==> src/mgps_pkg.sv <==
package mgps_pkg;

  localparam int unsigned WordW = 32;

  // Request kinds carried on the result channel
  localparam logic [2:0] KIND_READ   = 3'd0;
  localparam logic [2:0] KIND_WRITE  = 3'd1;
  localparam logic [2:0] KIND_FENCE  = 3'd2;
  localparam logic [2:0] KIND_WAIT   = 3'd3;
  localparam logic [2:0] KIND_FINISH = 3'd4;

  // Completion actions
  localparam logic [1:0] ACT_START = 2'd0;
  localparam logic [1:0] ACT_READ  = 2'd1;
  localparam logic [1:0] ACT_WRITE = 2'd2;
  localparam logic [1:0] ACT_WAIT  = 2'd3;

  // Finish stage codes
  localparam logic [3:0] STAGE_RUN          = 4'd0;
  localparam logic [3:0] STAGE_PRE_TIMEOUT  = 4'd1;
  localparam logic [3:0] STAGE_PRE_UNKNOWN  = 4'd2;
  localparam logic [3:0] STAGE_PRE_STALL    = 4'd3;
  localparam logic [3:0] STAGE_WR_REFUSED   = 4'd4;
  localparam logic [3:0] STAGE_CMD_TIMEOUT  = 4'd5;
  localparam logic [3:0] STAGE_CMD_UNKNOWN  = 4'd6;
  localparam logic [3:0] STAGE_CMD_STALL    = 4'd7;
  localparam logic [3:0] STAGE_REJECTED     = 4'd8;
  localparam logic [3:0] STAGE_MISMATCH     = 4'd9;
  localparam logic [3:0] STAGE_OPEN         = 4'd10;

  // Mailbox response codes that end a poll
  localparam logic [WordW-1:0] RESP_OK    = 32'h0000_0001;
  localparam logic [WordW-1:0] RESP_ERR_A = 32'h0000_00ff;
  localparam logic [WordW-1:0] RESP_ERR_B = 32'h0000_00fe;
  localparam logic [WordW-1:0] RESP_ERR_C = 32'h0000_00fd;
  localparam logic [WordW-1:0] RESP_ERR_D = 32'h0000_00fc;

  // Configuration register indexes
  localparam int unsigned CfgIdxW = 3;
  localparam logic [CfgIdxW-1:0] REG_TIMEOUT   = 3'd0;
  localparam logic [CfgIdxW-1:0] REG_INTERVAL  = 3'd1;
  localparam logic [CfgIdxW-1:0] REG_RESP_ADDR = 3'd2;
  localparam logic [CfgIdxW-1:0] REG_ARG_ADDR  = 3'd3;
  localparam logic [CfgIdxW-1:0] REG_CMD_ADDR  = 3'd4;
  localparam logic [CfgIdxW-1:0] REG_QUERY_ARG = 3'd5;
  localparam logic [CfgIdxW-1:0] REG_MSG_CODE  = 3'd6;
  localparam logic [CfgIdxW-1:0] REG_EXPECTED  = 3'd7;

  // One queued result; fence_first asks for a fence beat ahead of it
  typedef struct packed {
    logic [2:0]       kind;
    logic [WordW-1:0] addr;
    logic [WordW-1:0] data;
    logic [3:0]       stage;
    logic [WordW-1:0] poll_total;
    logic [WordW-1:0] first_response;
    logic [WordW-1:0] command_response;
    logic [WordW-1:0] readback_value;
    logic             gate_open;
    logic             fence_first;
  } entry_t;

  function automatic logic is_terminal(input logic [WordW-1:0] v);
    return (v == RESP_OK) || (v == RESP_ERR_A) || (v == RESP_ERR_B) ||
           (v == RESP_ERR_C) || (v == RESP_ERR_D);
  endfunction

endpackage

==> src/mgps_if.sv <==
interface mgps_in_if;
  logic        valid;
  logic        ready;
  logic [1:0]  action;
  logic [31:0] read_value;
  logic        accepted;
  logic [31:0] start_poll_count;

  modport source (output valid, action, read_value, accepted, start_poll_count,
                  input ready);
  modport sink (input valid, action, read_value, accepted, start_poll_count,
                output ready);
endinterface

interface mgps_out_if;
  logic        valid;
  logic        ready;
  logic [2:0]  request_kind;
  logic [31:0] request_addr;
  logic [31:0] request_data;
  logic [3:0]  stage_code;
  logic [31:0] poll_total;
  logic [31:0] first_response;
  logic [31:0] command_response;
  logic [31:0] readback_value;
  logic        gate_open;
  logic        last;

  modport source (output valid, request_kind, request_addr, request_data, stage_code,
                  poll_total, first_response, command_response, readback_value,
                  gate_open, last, input ready);
  modport sink (input valid, request_kind, request_addr, request_data, stage_code,
                poll_total, first_response, command_response, readback_value,
                gate_open, last, output ready);
endinterface

interface mgps_cfg_if;
  logic        valid;
  logic        ready;
  logic [2:0]  index;
  logic [31:0] data;

  modport source (output valid, index, data, input ready);
  modport sink (input valid, index, data, output ready);
endinterface

==> src/mgps_out_fifo.sv <==
module mgps_out_fifo (
  input  logic            clk_i,
  input  logic            rst_ni,
  input  logic            push_i,
  input  mgps_pkg::entry_t entry_i,
  output logic            full_o,
  mgps_out_if.source      out_o
);
  import mgps_pkg::*;

  entry_t     mem_q [2];
  logic       wr_ptr_q, rd_ptr_q;
  logic [1:0] count_q;
  logic       fence_sent_q;
  entry_t     head;
  logic       show_fence, beat, pop;

  assign head       = mem_q[rd_ptr_q];
  assign full_o     = (count_q == 2'd2);
  assign show_fence = head.fence_first && !fence_sent_q;
  assign beat       = out_o.valid && out_o.ready;
  assign pop        = beat && !show_fence;

  assign out_o.valid            = (count_q != 2'd0);
  assign out_o.request_kind     = show_fence ? KIND_FENCE : head.kind;
  assign out_o.request_addr     = show_fence ? '0 : head.addr;
  assign out_o.request_data     = show_fence ? '0 : head.data;
  assign out_o.stage_code       = show_fence ? STAGE_RUN : head.stage;
  assign out_o.poll_total       = head.poll_total;
  assign out_o.first_response   = head.first_response;
  assign out_o.command_response = head.command_response;
  assign out_o.readback_value   = head.readback_value;
  assign out_o.gate_open        = show_fence ? 1'b0 : head.gate_open;
  assign out_o.last             = !show_fence;

  always_ff @(posedge clk_i) begin
    if (push_i) begin
      mem_q[wr_ptr_q] <= entry_i;
    end
  end

  always_ff @(posedge clk_i or negedge rst_ni) begin
    if (!rst_ni) begin
      wr_ptr_q     <= 1'b0;
      rd_ptr_q     <= 1'b0;
      count_q      <= 2'd0;
      fence_sent_q <= 1'b0;
    end else begin
      if (push_i) begin
        wr_ptr_q <= ~wr_ptr_q;
      end
      if (pop) begin
        rd_ptr_q     <= ~rd_ptr_q;
        fence_sent_q <= 1'b0;
      end else if (beat) begin
        fence_sent_q <= 1'b1;
      end
      count_q <= count_q + {1'b0, push_i} - {1'b0, pop};
    end
  end

endmodule

==> src/mailbox_gate_probe_sequencer.sv <==
// The result of an accepted item is written into the result queue and offered from there.
// Items are taken one per cycle while the result queue is not full; the command-write
// step yields a fence beat and a write beat on the result channel.
// A two-entry result queue sets the depth of decoupling between the two channels.
// Reset: phase idle, counters, saved responses and all configuration registers zero,
// result queue empty.
module mailbox_gate_probe_sequencer (
  input  logic        clk_i,
  input  logic        rst_ni,
  mgps_cfg_if.sink    cfg_i,
  mgps_in_if.sink     in_i,
  mgps_out_if.source  out_o
);
  import mgps_pkg::*;

  typedef enum logic [3:0] {
    PH_IDLE, PH_PRE_POLL, PH_PRE_WAIT, PH_WR_CLEAR, PH_WR_ARG,
    PH_WR_CMD, PH_CMD_POLL, PH_CMD_WAIT, PH_ARG_READ, PH_DONE
  } phase_e;

  // Configuration registers
  logic [WordW-1:0] timeout_q, interval_q, resp_addr_q, arg_addr_q;
  logic [WordW-1:0] cmd_addr_q, query_arg_q, msg_code_q, expected_q;

  // Sequencer state
  phase_e           phase_q, phase_d;
  logic [WordW-1:0] elapsed_q, elapsed_d;
  logic [WordW-1:0] poll_q, poll_d;
  logic [WordW-1:0] first_q, first_d;
  logic [WordW-1:0] cmd_resp_q, cmd_resp_d;
  logic [WordW-1:0] readback_q, readback_d;

  logic   in_beat, emit, fifo_full, pre, polling;
  entry_t res;

  assign cfg_i.ready = 1'b1;
  assign in_i.ready  = !fifo_full;
  assign in_beat     = in_i.valid && in_i.ready;

  // Register writes
  always_ff @(posedge clk_i or negedge rst_ni) begin
    if (!rst_ni) begin
      timeout_q   <= '0;
      interval_q  <= '0;
      resp_addr_q <= '0;
      arg_addr_q  <= '0;
      cmd_addr_q  <= '0;
      query_arg_q <= '0;
      msg_code_q  <= '0;
      expected_q  <= '0;
    end else if (cfg_i.valid) begin
      unique case (cfg_i.index)
        REG_TIMEOUT:   timeout_q   <= cfg_i.data;
        REG_INTERVAL:  interval_q  <= cfg_i.data;
        REG_RESP_ADDR: resp_addr_q <= cfg_i.data;
        REG_ARG_ADDR:  arg_addr_q  <= cfg_i.data;
        REG_CMD_ADDR:  cmd_addr_q  <= cfg_i.data;
        REG_QUERY_ARG: query_arg_q <= cfg_i.data;
        REG_MSG_CODE:  msg_code_q  <= cfg_i.data;
        REG_EXPECTED:  expected_q  <= cfg_i.data;
        default: ;
      endcase
    end
  end

  assign pre     = (phase_q == PH_PRE_POLL);
  assign polling = pre || (phase_q == PH_CMD_POLL);

  // Step logic: decide next state and the request to issue for one completion.
  // Result snapshot fields always carry the updated state.
  always_comb begin
    logic [2:0]       kind;
    logic [WordW-1:0] addr, data;
    logic [3:0]       stage;
    logic             fence;

    phase_d    = phase_q;
    elapsed_d  = elapsed_q;
    poll_d     = poll_q;
    first_d    = first_q;
    cmd_resp_d = cmd_resp_q;
    readback_d = readback_q;
    emit       = 1'b0;
    kind       = KIND_READ;
    addr       = '0;
    data       = '0;
    stage      = STAGE_RUN;
    fence      = 1'b0;

    unique case (in_i.action)
      ACT_START: begin
        // Restart from any phase
        poll_d     = in_i.start_poll_count;
        elapsed_d  = '0;
        first_d    = '0;
        cmd_resp_d = '0;
        readback_d = '0;
        phase_d    = PH_PRE_POLL;
        emit       = 1'b1;
        kind       = KIND_READ;
        addr       = resp_addr_q;
      end
      ACT_READ: begin
        if (polling) begin
          emit   = 1'b1;
          poll_d = poll_q + 32'd1;
          if (pre) first_d = in_i.read_value;
          else     cmd_resp_d = in_i.read_value;
          if (is_terminal(in_i.read_value)) begin
            if (pre) begin
              // Mailbox idle: clear the response register
              phase_d = PH_WR_CLEAR;
              kind    = KIND_WRITE;
              addr    = resp_addr_q;
            end else if (in_i.read_value != RESP_OK) begin
              phase_d = PH_DONE;
              kind    = KIND_FINISH;
              stage   = STAGE_REJECTED;
            end else begin
              phase_d = PH_ARG_READ;
              kind    = KIND_READ;
              addr    = arg_addr_q;
            end
          end else if (in_i.read_value != '0) begin
            phase_d = PH_DONE;
            kind    = KIND_FINISH;
            stage   = pre ? STAGE_PRE_UNKNOWN : STAGE_CMD_UNKNOWN;
          end else if (elapsed_q >= timeout_q) begin
            phase_d = PH_DONE;
            kind    = KIND_FINISH;
            stage   = pre ? STAGE_PRE_TIMEOUT : STAGE_CMD_TIMEOUT;
          end else begin
            // Still busy: wait one poll interval
            phase_d = pre ? PH_PRE_WAIT : PH_CMD_WAIT;
            kind    = KIND_WAIT;
            data    = interval_q;
          end
        end else if (phase_q == PH_ARG_READ) begin
          emit       = 1'b1;
          readback_d = in_i.read_value;
          phase_d    = PH_DONE;
          kind       = KIND_FINISH;
          stage      = (in_i.read_value == expected_q) ? STAGE_OPEN : STAGE_MISMATCH;
        end
      end
      ACT_WRITE: begin
        if (phase_q == PH_WR_CLEAR || phase_q == PH_WR_ARG || phase_q == PH_WR_CMD) begin
          emit = 1'b1;
          if (!in_i.accepted) begin
            phase_d = PH_DONE;
            kind    = KIND_FINISH;
            stage   = STAGE_WR_REFUSED;
          end else if (phase_q == PH_WR_CLEAR) begin
            phase_d = PH_WR_ARG;
            kind    = KIND_WRITE;
            addr    = arg_addr_q;
            data    = query_arg_q;
          end else if (phase_q == PH_WR_ARG) begin
            // Fence ahead of the command write
            phase_d = PH_WR_CMD;
            kind    = KIND_WRITE;
            addr    = cmd_addr_q;
            data    = msg_code_q;
            fence   = 1'b1;
          end else begin
            phase_d   = PH_CMD_POLL;
            elapsed_d = '0;
            kind      = KIND_READ;
            addr      = resp_addr_q;
          end
        end
      end
      ACT_WAIT: begin
        if (phase_q == PH_PRE_WAIT || phase_q == PH_CMD_WAIT) begin
          emit = 1'b1;
          if (!in_i.accepted) begin
            phase_d = PH_DONE;
            kind    = KIND_FINISH;
            stage   = (phase_q == PH_PRE_WAIT) ? STAGE_PRE_STALL : STAGE_CMD_STALL;
          end else begin
            elapsed_d = elapsed_q + interval_q;
            phase_d   = (phase_q == PH_PRE_WAIT) ? PH_PRE_POLL : PH_CMD_POLL;
            kind      = KIND_READ;
            addr      = resp_addr_q;
          end
        end
      end
      default: ;
    endcase

    res.kind             = kind;
    res.addr             = addr;
    res.data             = data;
    res.stage            = stage;
    res.poll_total       = poll_d;
    res.first_response   = first_d;
    res.command_response = cmd_resp_d;
    res.readback_value   = readback_d;
    res.gate_open        = (kind == KIND_FINISH) && (stage == STAGE_OPEN);
    res.fence_first      = fence;
  end

  // Advance state only on an accepted beat
  always_ff @(posedge clk_i or negedge rst_ni) begin
    if (!rst_ni) begin
      phase_q    <= PH_IDLE;
      elapsed_q  <= '0;
      poll_q     <= '0;
      first_q    <= '0;
      cmd_resp_q <= '0;
      readback_q <= '0;
    end else if (in_beat) begin
      phase_q    <= phase_d;
      elapsed_q  <= elapsed_d;
      poll_q     <= poll_d;
      first_q    <= first_d;
      cmd_resp_q <= cmd_resp_d;
      readback_q <= readback_d;
    end
  end

  // Result queue; expands a fenced entry into two beats
  mgps_out_fifo u_out_fifo (
    .clk_i   (clk_i),
    .rst_ni  (rst_ni),
    .push_i  (in_beat && emit),
    .entry_i (res),
    .full_o  (fifo_full),
    .out_o   (out_o)
  );

endmodule

==> src/flat_wrapper.sv <==
// flat-port wrapper written by rule: the top's interface ports become plain ports
module mailbox_gate_probe_sequencer_flat import mgps_pkg::*;
  (clk_i, rst_ni, cfg_i_valid, cfg_i_index, cfg_i_data, cfg_i_ready, in_i_valid, in_i_action, in_i_read_value, in_i_accepted, in_i_start_poll_count, in_i_ready, out_o_valid, out_o_request_kind, out_o_request_addr, out_o_request_data, out_o_stage_code, out_o_poll_total, out_o_first_response, out_o_command_response, out_o_readback_value, out_o_gate_open, out_o_last, out_o_ready);
  mgps_cfg_if cfg_i_i ();
  mgps_in_if in_i_i ();
  mgps_out_if out_o_i ();
  input  logic clk_i;
  input  logic rst_ni;
  input wire logic [$bits(cfg_i_i.valid)-1:0] cfg_i_valid;
  input wire logic [$bits(cfg_i_i.index)-1:0] cfg_i_index;
  input wire logic [$bits(cfg_i_i.data)-1:0] cfg_i_data;
  output wire logic [$bits(cfg_i_i.ready)-1:0] cfg_i_ready;
  input wire logic [$bits(in_i_i.valid)-1:0] in_i_valid;
  input wire logic [$bits(in_i_i.action)-1:0] in_i_action;
  input wire logic [$bits(in_i_i.read_value)-1:0] in_i_read_value;
  input wire logic [$bits(in_i_i.accepted)-1:0] in_i_accepted;
  input wire logic [$bits(in_i_i.start_poll_count)-1:0] in_i_start_poll_count;
  output wire logic [$bits(in_i_i.ready)-1:0] in_i_ready;
  output wire logic [$bits(out_o_i.valid)-1:0] out_o_valid;
  output wire logic [$bits(out_o_i.request_kind)-1:0] out_o_request_kind;
  output wire logic [$bits(out_o_i.request_addr)-1:0] out_o_request_addr;
  output wire logic [$bits(out_o_i.request_data)-1:0] out_o_request_data;
  output wire logic [$bits(out_o_i.stage_code)-1:0] out_o_stage_code;
  output wire logic [$bits(out_o_i.poll_total)-1:0] out_o_poll_total;
  output wire logic [$bits(out_o_i.first_response)-1:0] out_o_first_response;
  output wire logic [$bits(out_o_i.command_response)-1:0] out_o_command_response;
  output wire logic [$bits(out_o_i.readback_value)-1:0] out_o_readback_value;
  output wire logic [$bits(out_o_i.gate_open)-1:0] out_o_gate_open;
  output wire logic [$bits(out_o_i.last)-1:0] out_o_last;
  input wire logic [$bits(out_o_i.ready)-1:0] out_o_ready;
  assign cfg_i_i.valid = cfg_i_valid;
  assign cfg_i_i.index = cfg_i_index;
  assign cfg_i_i.data = cfg_i_data;
  assign cfg_i_ready = cfg_i_i.ready;
  assign in_i_i.valid = in_i_valid;
  assign in_i_i.action = in_i_action;
  assign in_i_i.read_value = in_i_read_value;
  assign in_i_i.accepted = in_i_accepted;
  assign in_i_i.start_poll_count = in_i_start_poll_count;
  assign in_i_ready = in_i_i.ready;
  assign out_o_valid = out_o_i.valid;
  assign out_o_request_kind = out_o_i.request_kind;
  assign out_o_request_addr = out_o_i.request_addr;
  assign out_o_request_data = out_o_i.request_data;
  assign out_o_stage_code = out_o_i.stage_code;
  assign out_o_poll_total = out_o_i.poll_total;
  assign out_o_first_response = out_o_i.first_response;
  assign out_o_command_response = out_o_i.command_response;
  assign out_o_readback_value = out_o_i.readback_value;
  assign out_o_gate_open = out_o_i.gate_open;
  assign out_o_last = out_o_i.last;
  assign out_o_i.ready = out_o_ready;
  mailbox_gate_probe_sequencer u_core (.clk_i(clk_i), .rst_ni(rst_ni), .cfg_i(cfg_i_i), .in_i(in_i_i), .out_o(out_o_i));
endmodule
==> config.mk <==
export PLATFORM = sky130hd
export DESIGN_NAME = mailbox_gate_probe_sequencer_flat
export DESIGN_NICKNAME = d
export VERILOG_FILES = /design/src/mgps_pkg.sv /design/src/mgps_if.sv /design/src/mgps_out_fifo.sv /design/src/mailbox_gate_probe_sequencer.sv /design/src/flat_wrapper.sv
export SDC_FILE = /design/constraint.sdc
export NUM_CORES = 1
export LEC_CHECK = 0
export BUFFER_PORTS_ARGS = -buffer_cell sky130_fd_sc_hd__buf_2
export CORE_MARGIN = 1
export CORE_UTILIZATION = 54
export DETAILED_ROUTE_END_ITERATION = 10
export GPL_ROUTABILITY_DRIVEN = 0
export MAX_ROUTING_LAYER = met4
export PLACE_DENSITY = 0.76
export SYNTH_ARGS = -nofsm -noshare
export SYNTH_HDL_FRONTEND = slang
export SYNTH_HIERARCHICAL = 1
export SYNTH_SLANG_ARGS = --single-unit
==> constraint.sdc <==
create_clock -name clk_i -period 10.99 [get_ports clk_i]
set_clock_uncertainty 0.2 [all_clocks]
set_input_delay 1.6485 -clock clk_i [delete_from_list [all_inputs] [get_ports clk_i]]
set_output_delay 1.6485 -clock clk_i [all_outputs]
set_load 0.02 [all_outputs]
### After elaboration in Yosys (flattened, before gate mapping)

Memories as Yosys holds them, arrays and structs flattened.
Cells that the tools add are included.

| storage, ports and cells | value |
|---|---|
| output and inout bits | 204 |
| bits in registers | 425 |
| memory bits (writable) | 402 |
| memories kept | 1 |
| input bits | 107 |

| cells by class | value |
|---|---|
| mux-type cells | 103 |
| $lt $le $gt $ge | 1 |
| $add $sub $neg | 4 |
| reductions and logical operators | 33 |
| bitwise operators | 2 |
| equality and inequality tests | 35 |

Memories:

| memory | words | width | read ports | clocked after memory_dff | wr ports | line | source |
|---|---|---|---|---|---|---|---|
| u_core.u_out_fifo.mem_q | 2 | 201 | 1 | 0 | 1 | mgps_out_fifo.sv:11 | `entry_t mem_q [2];` |

Operators with widths:

| kind | count |
|---|---|
| 2-to-1 mux 32 bit | 33 |
| case mux 32 bit (2 select lines) | 5 |
| == test 32 x 8 -> 1 bit (second input constant) | 4 |
| case mux 32 bit (4 select lines) | 1 |
| case mux 32 bit (3 select lines) | 1 |
| 2-to-1 mux 4 bit | 22 |
| 2-to-1 mux 3 bit | 19 |
| adder 32 x 1 -> 32 bit (second input constant) | 1 |
| adder 32 bit | 1 |
| == test 32 x 1 -> 1 bit (second input constant) | 1 |
| == test 32 bit | 1 |
| >= comparator 32 bit | 1 |
| != test 32 x 1 -> 1 bit (second input constant) | 1 |
| nonzero test 32 bit | 1 |
| == test 4 x 3 -> 1 bit (second input constant) | 4 |
| 2-to-1 mux 1 bit | 16 |
| case mux 4 bit (4 select lines) | 1 |
| AND reduction 2 bit | 8 |
| == test 3 bit (second input constant) | 5 |
| case mux 3 bit (4 select lines) | 1 |
| case mux 4 bit (3 select lines) | 1 |
| == test 4 x 2 -> 1 bit (second input constant) | 2 |
| == test 4 bit (second input constant) | 2 |
| logical OR 1 bit | 8 |
| other kinds (21) | 38 |

### Longest topological paths before layout

Gate-level depths: netlist (run 1).

| logic depth | value |
|---|---|
| word-level depth | 10 |
| mapped depth | 15 |
| depth with buffers taken out | 14 |

### By module

The synthesis (run 1) kept the hierarchy.

Modules (own cells, without submodules):

| module | area an instance (um^2) | sequential area each (um^2) | cells an instance | times used |
|---|---|---|---|---|
| mailbox_gate_probe_sequencer | 22977.0 | 10510.1 | 2345 | 1 |
| mgps_out_fifo | 15102.0 | 12196.7 | 733 | 1 |

### Least setup slack after synthesis (run 1)

No wires, ideal clock.

| timing | value |
|---|---|
| path type | input -> register |
| start point | input port in_i_action[1] |
| end point | memory u_core/u_out_fifo/mem_q[0][0] (netlist name), enable pin |
| data required time | 10.000 ns |
| slack | -1.864 ns |
| cell stages on the path | 8 |
| arrival time | 11.864 ns |
| cell sequence | inv_1 > ha_1 > clkbuf_1 > clkbuf_1 > clkbuf_1 > nor3_1 > nor2_1 > nor2b_1 |

| on the way | value |
|---|---|
| longest elaborated chain between the ends | 5 |

Ends and longest elaborated chain:

| element | line | source |
|---|---|---|
| start: declaration | flat_wrapper.sv:14 | `input wire logic [$bits(in_i_i.action)-1:0] in_i_action;` |
| == test 2 bit, or another cell as far along | mailbox_gate_probe_sequencer.sv:90 | `unique case (in_i.action)` |
| case mux 1 bit (4 select lines) * | mailbox_gate_probe_sequencer.sv:90 |  |
| logical AND 1 bit * | mailbox_gate_probe_sequencer.sv:226 | `.push_i (in_beat && emit),` |
| 2-to-1 mux 1 bit * | mgps_out_fifo.sv:37 | `if (push_i) begin` |
| 2-to-1 mux 1 bit (not written as such) * | mgps_out_fifo.sv:38 | `mem_q[wr_ptr_q] <= entry_i;` |
| end: declaration | mgps_out_fifo.sv:11 |  |

Mark *: on every way between the ends. The rest lies on a longest branch, timed or not.

### Final worst setup path (run 1)

| timing | value |
|---|---|
| start point | register u_core.u_out_fifo.rd_ptr_q |
| end point | output port out_o_request_addr[26] |

| on the way | value |
|---|---|
| longest elaborated chain between the ends | 3 |

Ends and longest elaborated chain:

| element | line | source |
|---|---|---|
| start: declaration | mgps_out_fifo.sv:12 | `logic wr_ptr_q, rd_ptr_q;` |
| start signal: assignment | mgps_out_fifo.sv:53 | `rd_ptr_q <= ~rd_ptr_q;` |
| memory (2 x 201 bit) * | -- |  |
| logical AND 1 bit | mgps_out_fifo.sv:20 | `assign show_fence = head.fence_first && !fence_sent_q;` |
| 2-to-1 mux 32 bit * | mgps_out_fifo.sv:26 | `assign out_o.request_addr = show_fence ? '0 : head.addr;` |
| end: declaration | flat_wrapper.sv:21 | `output wire logic [$bits(out_o_i.request_addr)-1:0] out_o_request_addr;` |

Marks and branches as above.

==> metrics.txt, run 1 <==
# TYPE chip_impl_metric gauge
chip_impl_metric{name="wl_met3",unit="mm"} 8.334
chip_impl_metric{name="worstPathRequired",unit="ps"} 9140
chip_impl_metric{name="power_leakage",unit="nW"} 17.82
chip_impl_info{name="status",value="finished clean"} 1
chip_impl_metric{name="cts_num_sinks",unit=""} 827
chip_impl_metric{name="grt_first_pass_wirelength",unit="mm"} 154.2
chip_impl_info{name="clock_tree.root_cell",value="sky130_fd_sc_hd__clkbuf_16"} 1
chip_impl_metric{name="wl_per_cell",unit="um"} 23.74
chip_impl_info{name="timing.critical_path.from_type",value="flip-flop"} 1
chip_impl_metric{name="netlist_area_before_placement",unit="um^2"} 38080
chip_impl_metric{name="cts_hold_buffers",unit=""} 0
chip_impl_metric{name="die_height",unit="um"} 267.6
chip_impl_info{name="critPathCaptureType",value="output port"} 1
chip_impl_metric{name="antenna_found_initial",unit=""} 9
chip_impl_metric{name="maxCapViolCount",unit=""} 0
chip_impl_metric{name="worst_pin_slew",unit="ps"} 1218
chip_impl_metric{name="max_slew_margin",unit="%"} 18.81
chip_impl_info{name="cp_slowest_cell",value="sky130_fd_sc_hd__dfrtp_4"} 1
chip_impl_metric{name="placement.io_buffers",unit=""} 309
chip_impl_metric{name="synth_cell_type_count",unit=""} 76
chip_impl_metric{name="syn_area_per_cell",unit="um^2"} 12.37
chip_impl_metric{name="fmaxAchievable",unit="MHz"} 183.8
chip_impl_metric{name="grt_pass1_vias",unit=""} 25350
chip_impl_metric{name="drt-pass1-iter-count",unit=""} 5
chip_impl_metric{name="clk_path_buf_depth",unit=""} 3
chip_impl_metric{name="drcViolationCount",unit=""} 0
chip_impl_info{name="reg_to_reg_critical_path_startpoint",value="u_core/phase_q[3]"} 1
chip_impl_metric{name="layout-area-overhead-vs-synth",unit="%"} 13.65
chip_impl_metric{name="final-setup-viol-count",unit=""} 0
chip_impl_info{name="leading_cell_types_in_the_layout_fill_and_taps_excluded",value="sky130_fd_sc_hd__nand2_1 (487), sky130_fd_sc_hd__dfrtp_1 (424), sky130_fd_sc_hd__edfxtp_1 (402)"} 1
chip_impl_metric{name="cts_resized",unit=""} 0
chip_impl_metric{name="hold_viol",unit=""} 0
chip_impl_metric{name="seq_total_area_yosys",unit="%"} 59.63
chip_impl_metric{name="standard_cell_rows",unit=""} 96
chip_impl_metric{name="peakVddDrop",unit="mV"} 0.2227
chip_impl_metric{name="crit_fanout",unit=""} 150
chip_impl_metric{name="cpPeakStageDelay",unit="ps"} 1080
chip_impl_info{name="min-delay-path-class",value="reg -> reg"} 1
chip_impl_info{name="synth_area_leader_cell",value="sky130_fd_sc_hd__edfxtp_1"} 1
chip_impl_metric{name="post_cts.repair.setup_buffers",unit=""} 0
chip_impl_metric{name="slew_violations",unit=""} 0
chip_impl_info{name="most_common_cell_after_layout_fill_and_taps_aside",value="sky130_fd_sc_hd__nand2_1"} 1
chip_impl_metric{name="synth_warnings",unit=""} 6
chip_impl_info{name="setup_repair_after_global_routing_missed_its_margin",value="no"} 1
chip_impl_info{name="tritoncts",value="yes"} 1
chip_impl_metric{name="crit_arrival",unit="ps"} 3590
chip_impl_info{name="r2r_end",value="u_core/u_out_fifo/mem_q[1][184]"} 1
chip_impl_info{name="crit_chain",value="buf_12 > mux2i_1 > nor2_1 > buf_2"} 1
chip_impl_metric{name="initial_core_util",unit="%"} 55.04
chip_impl_metric{name="synth_nets",unit=""} 3256
chip_impl_metric{name="ff2ff_path_depth",unit=""} 8
chip_impl_metric{name="insertion_delay",unit="ps"} 670
chip_impl_metric{name="pin_count_of_the_biggest_net_entering_global_routing",unit=""} 163
chip_impl_metric{name="die_area",unit="um^2"} 71580
chip_impl_metric{name="floorplan.die.width",unit="um"} 267.6
chip_impl_metric{name="drt_iter0_drc",unit=""} 2750
chip_impl_metric{name="detailed_routing_wirelength_on_met1",unit="mm"} 42.68
chip_impl_metric{name="nFillCells",unit=""} 5253
chip_impl_metric{name="cts.clk_slew.worst_paths",unit="ps"} 60
chip_impl_metric{name="core_region_area",unit="um^2"} 69190
chip_impl_metric{name="wl_met2",unit="mm"} 48.43
chip_impl_metric{name="final.setup.tns",unit="ps"} 0
chip_impl_metric{name="ioPinCount",unit=""} 311
chip_impl_info{name="maxUsedRoutingLayer",value="met4"} 1
chip_impl_info{name="post_synth_main_area_contributors",value="sky130_fd_sc_hd__edfxtp_1 (32%), sky130_fd_sc_hd__dfrtp_1 (28%), sky130_fd_sc_hd__mux2_2 (11%)"} 1
chip_impl_metric{name="synthArstFlopShare",unit="%"} 51.39
chip_impl_metric{name="post_dr_vias_cell",unit=""} 6.051
chip_impl_info{name="synth_ff_type",value="sky130_fd_sc_hd__dfrtp_1"} 1
chip_impl_metric{name="final_min_period_over_clock_period",unit="%"} 49.51
chip_impl_metric{name="number_of_buffers_inserted_during_clock_tree_synthesis",unit=""} 86
chip_impl_metric{name="vias",unit=""} 26220
chip_impl_metric{name="finalNetCount",unit=""} 3498
chip_impl_metric{name="power.density_cell_area",unit="nW/um^2"} 251.4
chip_impl_metric{name="power",unit="W"} 0.01088
chip_impl_metric{name="synthesized_netlist_cell_count",unit=""} 3078
chip_impl_metric{name="globalRoute.totalOverflow",unit=""} 0
chip_impl_metric{name="dp_hpwl",unit="mm"} 63.04
chip_impl_info{name="worstSetupEndpoint",value="out_o_request_addr[26]"} 1
chip_impl_metric{name="drive_above_1_share",unit="%"} 25.55
chip_impl_metric{name="postSynthRegisterBits",unit=""} 827
chip_impl_metric{name="min_period",unit="ps"} 5441
chip_impl_metric{name="grt_use_total",unit="%"} 29.51
chip_impl_metric{name="h-tree-depth",unit=""} 3
chip_impl_metric{name="antenna_left",unit=""} 0
chip_impl_info{name="timing_worst_setup_path_type",value="reg -> out"} 1
chip_impl_metric{name="synth_edf_count",unit=""} 402
chip_impl_metric{name="routed_wl",unit="mm"} 102.9
chip_impl_metric{name="yosysTopAreaCellShare",unit="%"} 31.70
chip_impl_info{name="crit_start",value="u_core/u_out_fifo/rd_ptr_q"} 1
chip_impl_metric{name="regToRegSetupSlack",unit="ps"} 6270
==> routing by layer <==
| metal | GRT usage [%] | vias to the layer above |
|---|---|---|
| met5 | - | - |
| met4 | 11.91 | 0 |
| li1 | - | 11720 |
| met2 | 44.83 | 1144 |
| met1 | 39.17 | 13190 |
| met3 | 5.701 | 173 |
==> sequential cells by signal (all words and copies together), names as in the netlist <==
name,cells
u_core/u_out_fifo/mem_q,402
u_core/arg_addr_q,32
u_core/cmd_addr_q,32
u_core/cmd_resp_q,32
u_core/elapsed_q,32
u_core/expected_q,32
u_core/first_q,32
u_core/interval_q,32
u_core/msg_code_q,32
u_core/poll_q,32
u_core/query_arg_q,32
u_core/readback_q,32
u_core/resp_addr_q,32
u_core/timeout_q,32
u_core/phase_q,4
u_core/u_out_fifo/count_q,2
u_core/u_out_fifo/fence_sent_q,1
u_core/u_out_fifo/rd_ptr_q,1
u_core/u_out_fifo/wr_ptr_q,1
==> worst max-delay path: cells and delay by family (launching register included) <==
kind | cells | cell delay (ps)
AND/OR/NAND/NOR | 1 | 80
flip-flops | 1 | 1080
multiplexers | 1 | 580
buffers and inverters | 2 | 850
==> stage by stage <==
stage / worst slack (ps) / hold WS, ps / instances / utilization (%) / cell area [um^2]
after floorplan: 2022 / 246.6 / 3078 / - / 38080
after global placement: 5548 / 257.1 / 4163 / 58.29 / 40330
after detailed placement: 5517 / 263.4 / 4163 / 58.29 / 40330
after CTS: 5588 / 278.2 / 4324 / 62.51 / 43250
after global routing: 5402 / 286.2 / 4332 / 62.54 / 43270
final: 5549 / 273.9 / 4334 / 62.55 / 43280
==> final cells by class <==
cell class | instances | area [um^2] | area share, %
antenna | 10 | 25.02 | 0.05782
clock buffer | 123 | 2421 | 5.594
clock inverter | 38 | 500.5 | 1.156
inverter | 58 | 217.7 | 0.5031
multi-input combinational | 2009 | 14400 | 33.27
sequential | 827 | 22710 | 52.48
tap | 931 | 1165 | 2.692
timing repair buffer | 338 | 1837 | 4.244
==> cells in the mapped netlist, drive strengths merged, types with 5 or more instances <==
library cell  number
o31ai             12
and4               7
dfrtp            425
nor4              11
ha                70
and2               5
a21o              26
o21ai            128
xor2              25
o21a               8
buf               46
a22oi            129
inv               57
edfxtp           402
or3                7
a21oi             65
clkbuf           138
o22a              32
o41ai              6
nand4             21
nand2            488
a31oi              8
a222oi             7
a22o             111
mux2             363
nor2             167
mux2i             80
nand3             25
and3               8
nor2b             44
nand2b             7
a211oi            10
nor3              21
xnor2             64
==> worst min-delay path by stage <==
| stage | from | to | slack, ps | depth (start not counted) |
|---|---|---|---|---|
| 6_report | u_core/first_q[10] | u_core/first_q[10] | 270 | 2 |
| 5_1_grt | u_core/cmd_resp_q[5] | u_core/cmd_resp_q[5] | 290 | 2 |
| 4_1_cts | u_core/cmd_resp_q[15] | u_core/cmd_resp_q[15] | 280 | 2 |
| 3_5_place_dp | u_core/cmd_resp_q[27] | u_core/cmd_resp_q[27] | 260 | 2 |
| 3_3_place_gp | u_core/readback_q[25] | u_core/readback_q[25] | 260 | 2 |
| 2_1_floorplan | u_core/first_q[24] | u_core/first_q[24] | 250 | 2 |
==> report_power, final <==
group	switching, W	internal, W	total (W)	leakage (nW)
sequential	0.000464	0.00400	0.00446	9.08
clock	0.00125	0.00174	0.00299	1.42
combinational	0.00211	0.00132	0.00343	7.31
==> cells by family after synthesis <==
group,after synthesis,synth area share [%]
other,1,0.009848
AND/OR/NAND/NOR,831,9.493
multiplexers,443,12.87
buffers and inverters,242,2.888
AO/OA/AOI/OAI,574,10.71
flip-flops,827,59.63
adder cells (fa/ha/maj),71,2.353
XOR/XNOR,89,2.047
(Power assumes the default switching activity.)
==> run 2: changes to the inputs <==
- clock period: 10.99 -> 4.8 ns (I/O delays scaled with it)
==> run 2 against run 1 <==
Compared with the run above:
- non-clock buffer count is 20 higher
- total power is 130% higher
- global-route usage increased by 0.25 points
- clock power grew 130%
- register-to-register slack worse by 5200 ps
- setup slack got worse by 4500 ps
- highest routed layer unchanged
- final area is 0.58% higher
- hold slack got worse by 140 ps
==> metrics.txt, run 2 (same netlist as run 1, synthesis figures left out) <==
# TYPE chip_impl_metric gauge
chip_impl_info{name="status",value="finished clean"} 1
chip_impl_metric{name="grt_use_total",unit="%"} 29.76
chip_impl_metric{name="die_height",unit="um"} 267.6
chip_impl_metric{name="worst_pin_slew",unit="ps"} 1154
chip_impl_info{name="critPathCaptureType",value="output port"} 1
chip_impl_metric{name="footprint_of_the_multi_input_gates",unit="um^2"} 14410
chip_impl_metric{name="power.density_cell_area",unit="nW/um^2"} 572.8
chip_impl_metric{name="grt_pass1_vias",unit=""} 25580
chip_impl_info{name="min-delay-path-class",value="in -> reg"} 1
chip_impl_metric{name="antenna_found_initial",unit=""} 6
chip_impl_info{name="setup_repair_after_global_routing_missed_its_margin",value="no"} 1
chip_impl_info{name="timing_worst_setup_path_type",value="reg -> out"} 1
chip_impl_metric{name="drt-pass1-iter-count",unit=""} 7
chip_impl_metric{name="standard_cell_rows",unit=""} 96
chip_impl_metric{name="h-tree-depth",unit=""} 3
chip_impl_info{name="most_common_cell_after_layout_fill_and_taps_aside",value="sky130_fd_sc_hd__nand2_1"} 1
chip_impl_metric{name="final_min_period_over_clock_period",unit="%"} 78.33
chip_impl_metric{name="fmaxAchievable",unit="MHz"} 266.0
chip_impl_metric{name="placed_insts",unit=""} 4182
chip_impl_metric{name="routed_wl",unit="mm"} 103.8
chip_impl_metric{name="clk_path_buf_depth",unit=""} 3
chip_impl_metric{name="drive_above_1_share",unit="%"} 26.17
chip_impl_info{name="cp_slowest_cell",value="sky130_fd_sc_hd__nor2_8"} 1
chip_impl_info{name="tritoncts",value="yes"} 1
chip_impl_metric{name="maxCapViolCount",unit=""} 0
chip_impl_metric{name="insertion_delay",unit="ps"} 650
chip_impl_metric{name="dp_hpwl",unit="mm"} 64.64
chip_impl_info{name="crit_chain",value="mux2i_4 > nor2_8 > nor2_1 > buf_2"} 1
chip_impl_info{name="leading_cell_types_in_the_layout_fill_and_taps_excluded",value="sky130_fd_sc_hd__nand2_1 (487), sky130_fd_sc_hd__dfrtp_1 (424), sky130_fd_sc_hd__edfxtp_1 (402)"} 1
chip_impl_metric{name="crit_fanout",unit=""} 72
chip_impl_metric{name="drt_iter0_drc",unit=""} 2838
chip_impl_metric{name="ioPinCount",unit=""} 311
chip_impl_metric{name="cts_resized",unit=""} 0
chip_impl_metric{name="worstPathRequired",unit="ps"} 3880
chip_impl_metric{name="nFillCells",unit=""} 5235
chip_impl_metric{name="slew_violations",unit=""} 0
chip_impl_metric{name="globalRoute.totalOverflow",unit=""} 0
chip_impl_metric{name="number_of_buffers_inserted_during_clock_tree_synthesis",unit=""} 84
chip_impl_metric{name="min_period",unit="ps"} 3760
chip_impl_metric{name="post_dr_vias_cell",unit=""} 6.058
chip_impl_metric{name="layout-area-overhead-vs-synth",unit="%"} 14.31
chip_impl_metric{name="final-setup-viol-count",unit=""} 0
chip_impl_metric{name="stdcell_count",unit=""} 4346
chip_impl_metric{name="initial_core_util",unit="%"} 55.04
chip_impl_metric{name="floorplan.die.width",unit="um"} 267.6
chip_impl_metric{name="crit_arrival",unit="ps"} 2840
chip_impl_metric{name="max_slew_margin",unit="%"} 23.05
chip_impl_metric{name="regArea",unit="um^2"} 22710
chip_impl_metric{name="cts_num_sinks",unit=""} 827
chip_impl_metric{name="wl_per_cell",unit="um"} 23.88
chip_impl_metric{name="final_core_util",unit="%"} 62.91
chip_impl_info{name="top_register",value="u_core/u_out_fifo/mem_q"} 1
chip_impl_metric{name="power_leakage",unit="nW"} 17.95
chip_impl_metric{name="antenna_left",unit=""} 0
chip_impl_metric{name="drcViolationCount",unit=""} 0
chip_impl_metric{name="cts.clk_slew.worst_paths",unit="ps"} 60
chip_impl_metric{name="hold_viol",unit=""} 0
chip_impl_info{name="clock_tree.root_cell",value="sky130_fd_sc_hd__clkbuf_16"} 1
chip_impl_info{name="timing.critical_path.from_type",value="flip-flop"} 1
chip_impl_metric{name="vias",unit=""} 26330
chip_impl_metric{name="cpPeakStageDelay",unit="ps"} 830
chip_impl_metric{name="grt_first_pass_wirelength",unit="mm"} 155.3
chip_impl_metric{name="placement.io_buffers",unit=""} 309
chip_impl_metric{name="finalNetCount",unit=""} 3516
chip_impl_metric{name="peakVddDrop",unit="mV"} 0.3003
chip_impl_metric{name="core_region_area",unit="um^2"} 69190
chip_impl_metric{name="number_of_flip_flops_under_the_largest_register_name",unit=""} 402
chip_impl_metric{name="power",unit="W"} 0.02493
chip_impl_metric{name="pin_count_of_the_biggest_net_entering_global_routing",unit=""} 106
chip_impl_metric{name="die_area",unit="um^2"} 71580
## run 2: changes by cell type in the layout (fill, tap and decap cells not counted), sizes merged
cell	change
clkinv	+5
clkinvlp	+1
inv	+1
buf	+19
diode	-4
dlygate4sd3	+1
clkbuf	-11
## run 2: timing repair
| action | 4_1_cts | 5_1_grt |
|---|---|---|
| hold buffers | 1 | 0 |
| endpoints found under the hold margin | 89 | 0 |
| setup buffers | 0 | 0 |
## run 2: per-layer routing
layer | GRT usage (%) | wire length, um | vias to the layer above
met1 | 38.85 | 41960 | 13110
met3 | 5.388 | 8845 | 198
met2 | 46.48 | 49390 | 1267
li1 | - | - | 11760
met4 | 11.46 | 3604 | 0
met5 | - | 0 | -
## run 2: final timing paths
check                                            from                               to  slack [ps]  cells after the start
max                        u_core/u_out_fifo/rd_ptr_q           out_o_request_addr[25]        1040                      4
min in group asynchronous                      rst_ni            u_core/msg_code_q[17]         530                      2
max in group asynchronous                      rst_ni             u_core/readback_q[1]        2790                      3
min                         in_i_start_poll_count[30]                u_core/poll_q[30]         140                      3
max reg2reg                       u_core/elapsed_q[9]  u_core/u_out_fifo/mem_q[1][153]        1080                     11
min reg2reg                     u_core/readback_q[26]            u_core/readback_q[26]         280                      2
## run 2: per-stage QoR
stage	setup slack (ps)	instance area [um^2]	setup TNS (ps)	hold WS, ps
2_1_floorplan	-666.0	38170	-156250	224.4
4_1_cts	1014	43510	0	101.7
6_report	1040	43530	0	138.2
3_5_place_dp	1091	40590	0	262.6
3_3_place_gp	1124	40590	0	256.8
5_1_grt	854.6	43530	0	145.1
## run 2: final cells by class
cell class | instances | share of cell area, %
clock inverters | 45 | 1.276
diodes | 6 | 0.03449
well taps | 931 | 2.676
flip-flops and latches | 827 | 52.18
inverters | 58 | 0.5375
multi-input cells | 2009 | 33.11
repair buffers | 358 | 4.772
clock buffers | 112 | 5.419
## run 2: power breakdown
part / leakage (nW) / internal (W) / switching, W
logic: 7.45 / 0.00308 / 0.00493
registers: 9.08 / 0.00914 / 0.000965
clock network: 1.42 / 0.00394 / 0.00287
## run 2: worst max-delay path: cells and delay by family, from the launching register on
family | cells | cell delay (ps)
multiplexers | 1 | 240
buffers and inverters | 1 | 260
flip-flops | 1 | 520
AND/OR/NAND/NOR | 2 | 1140
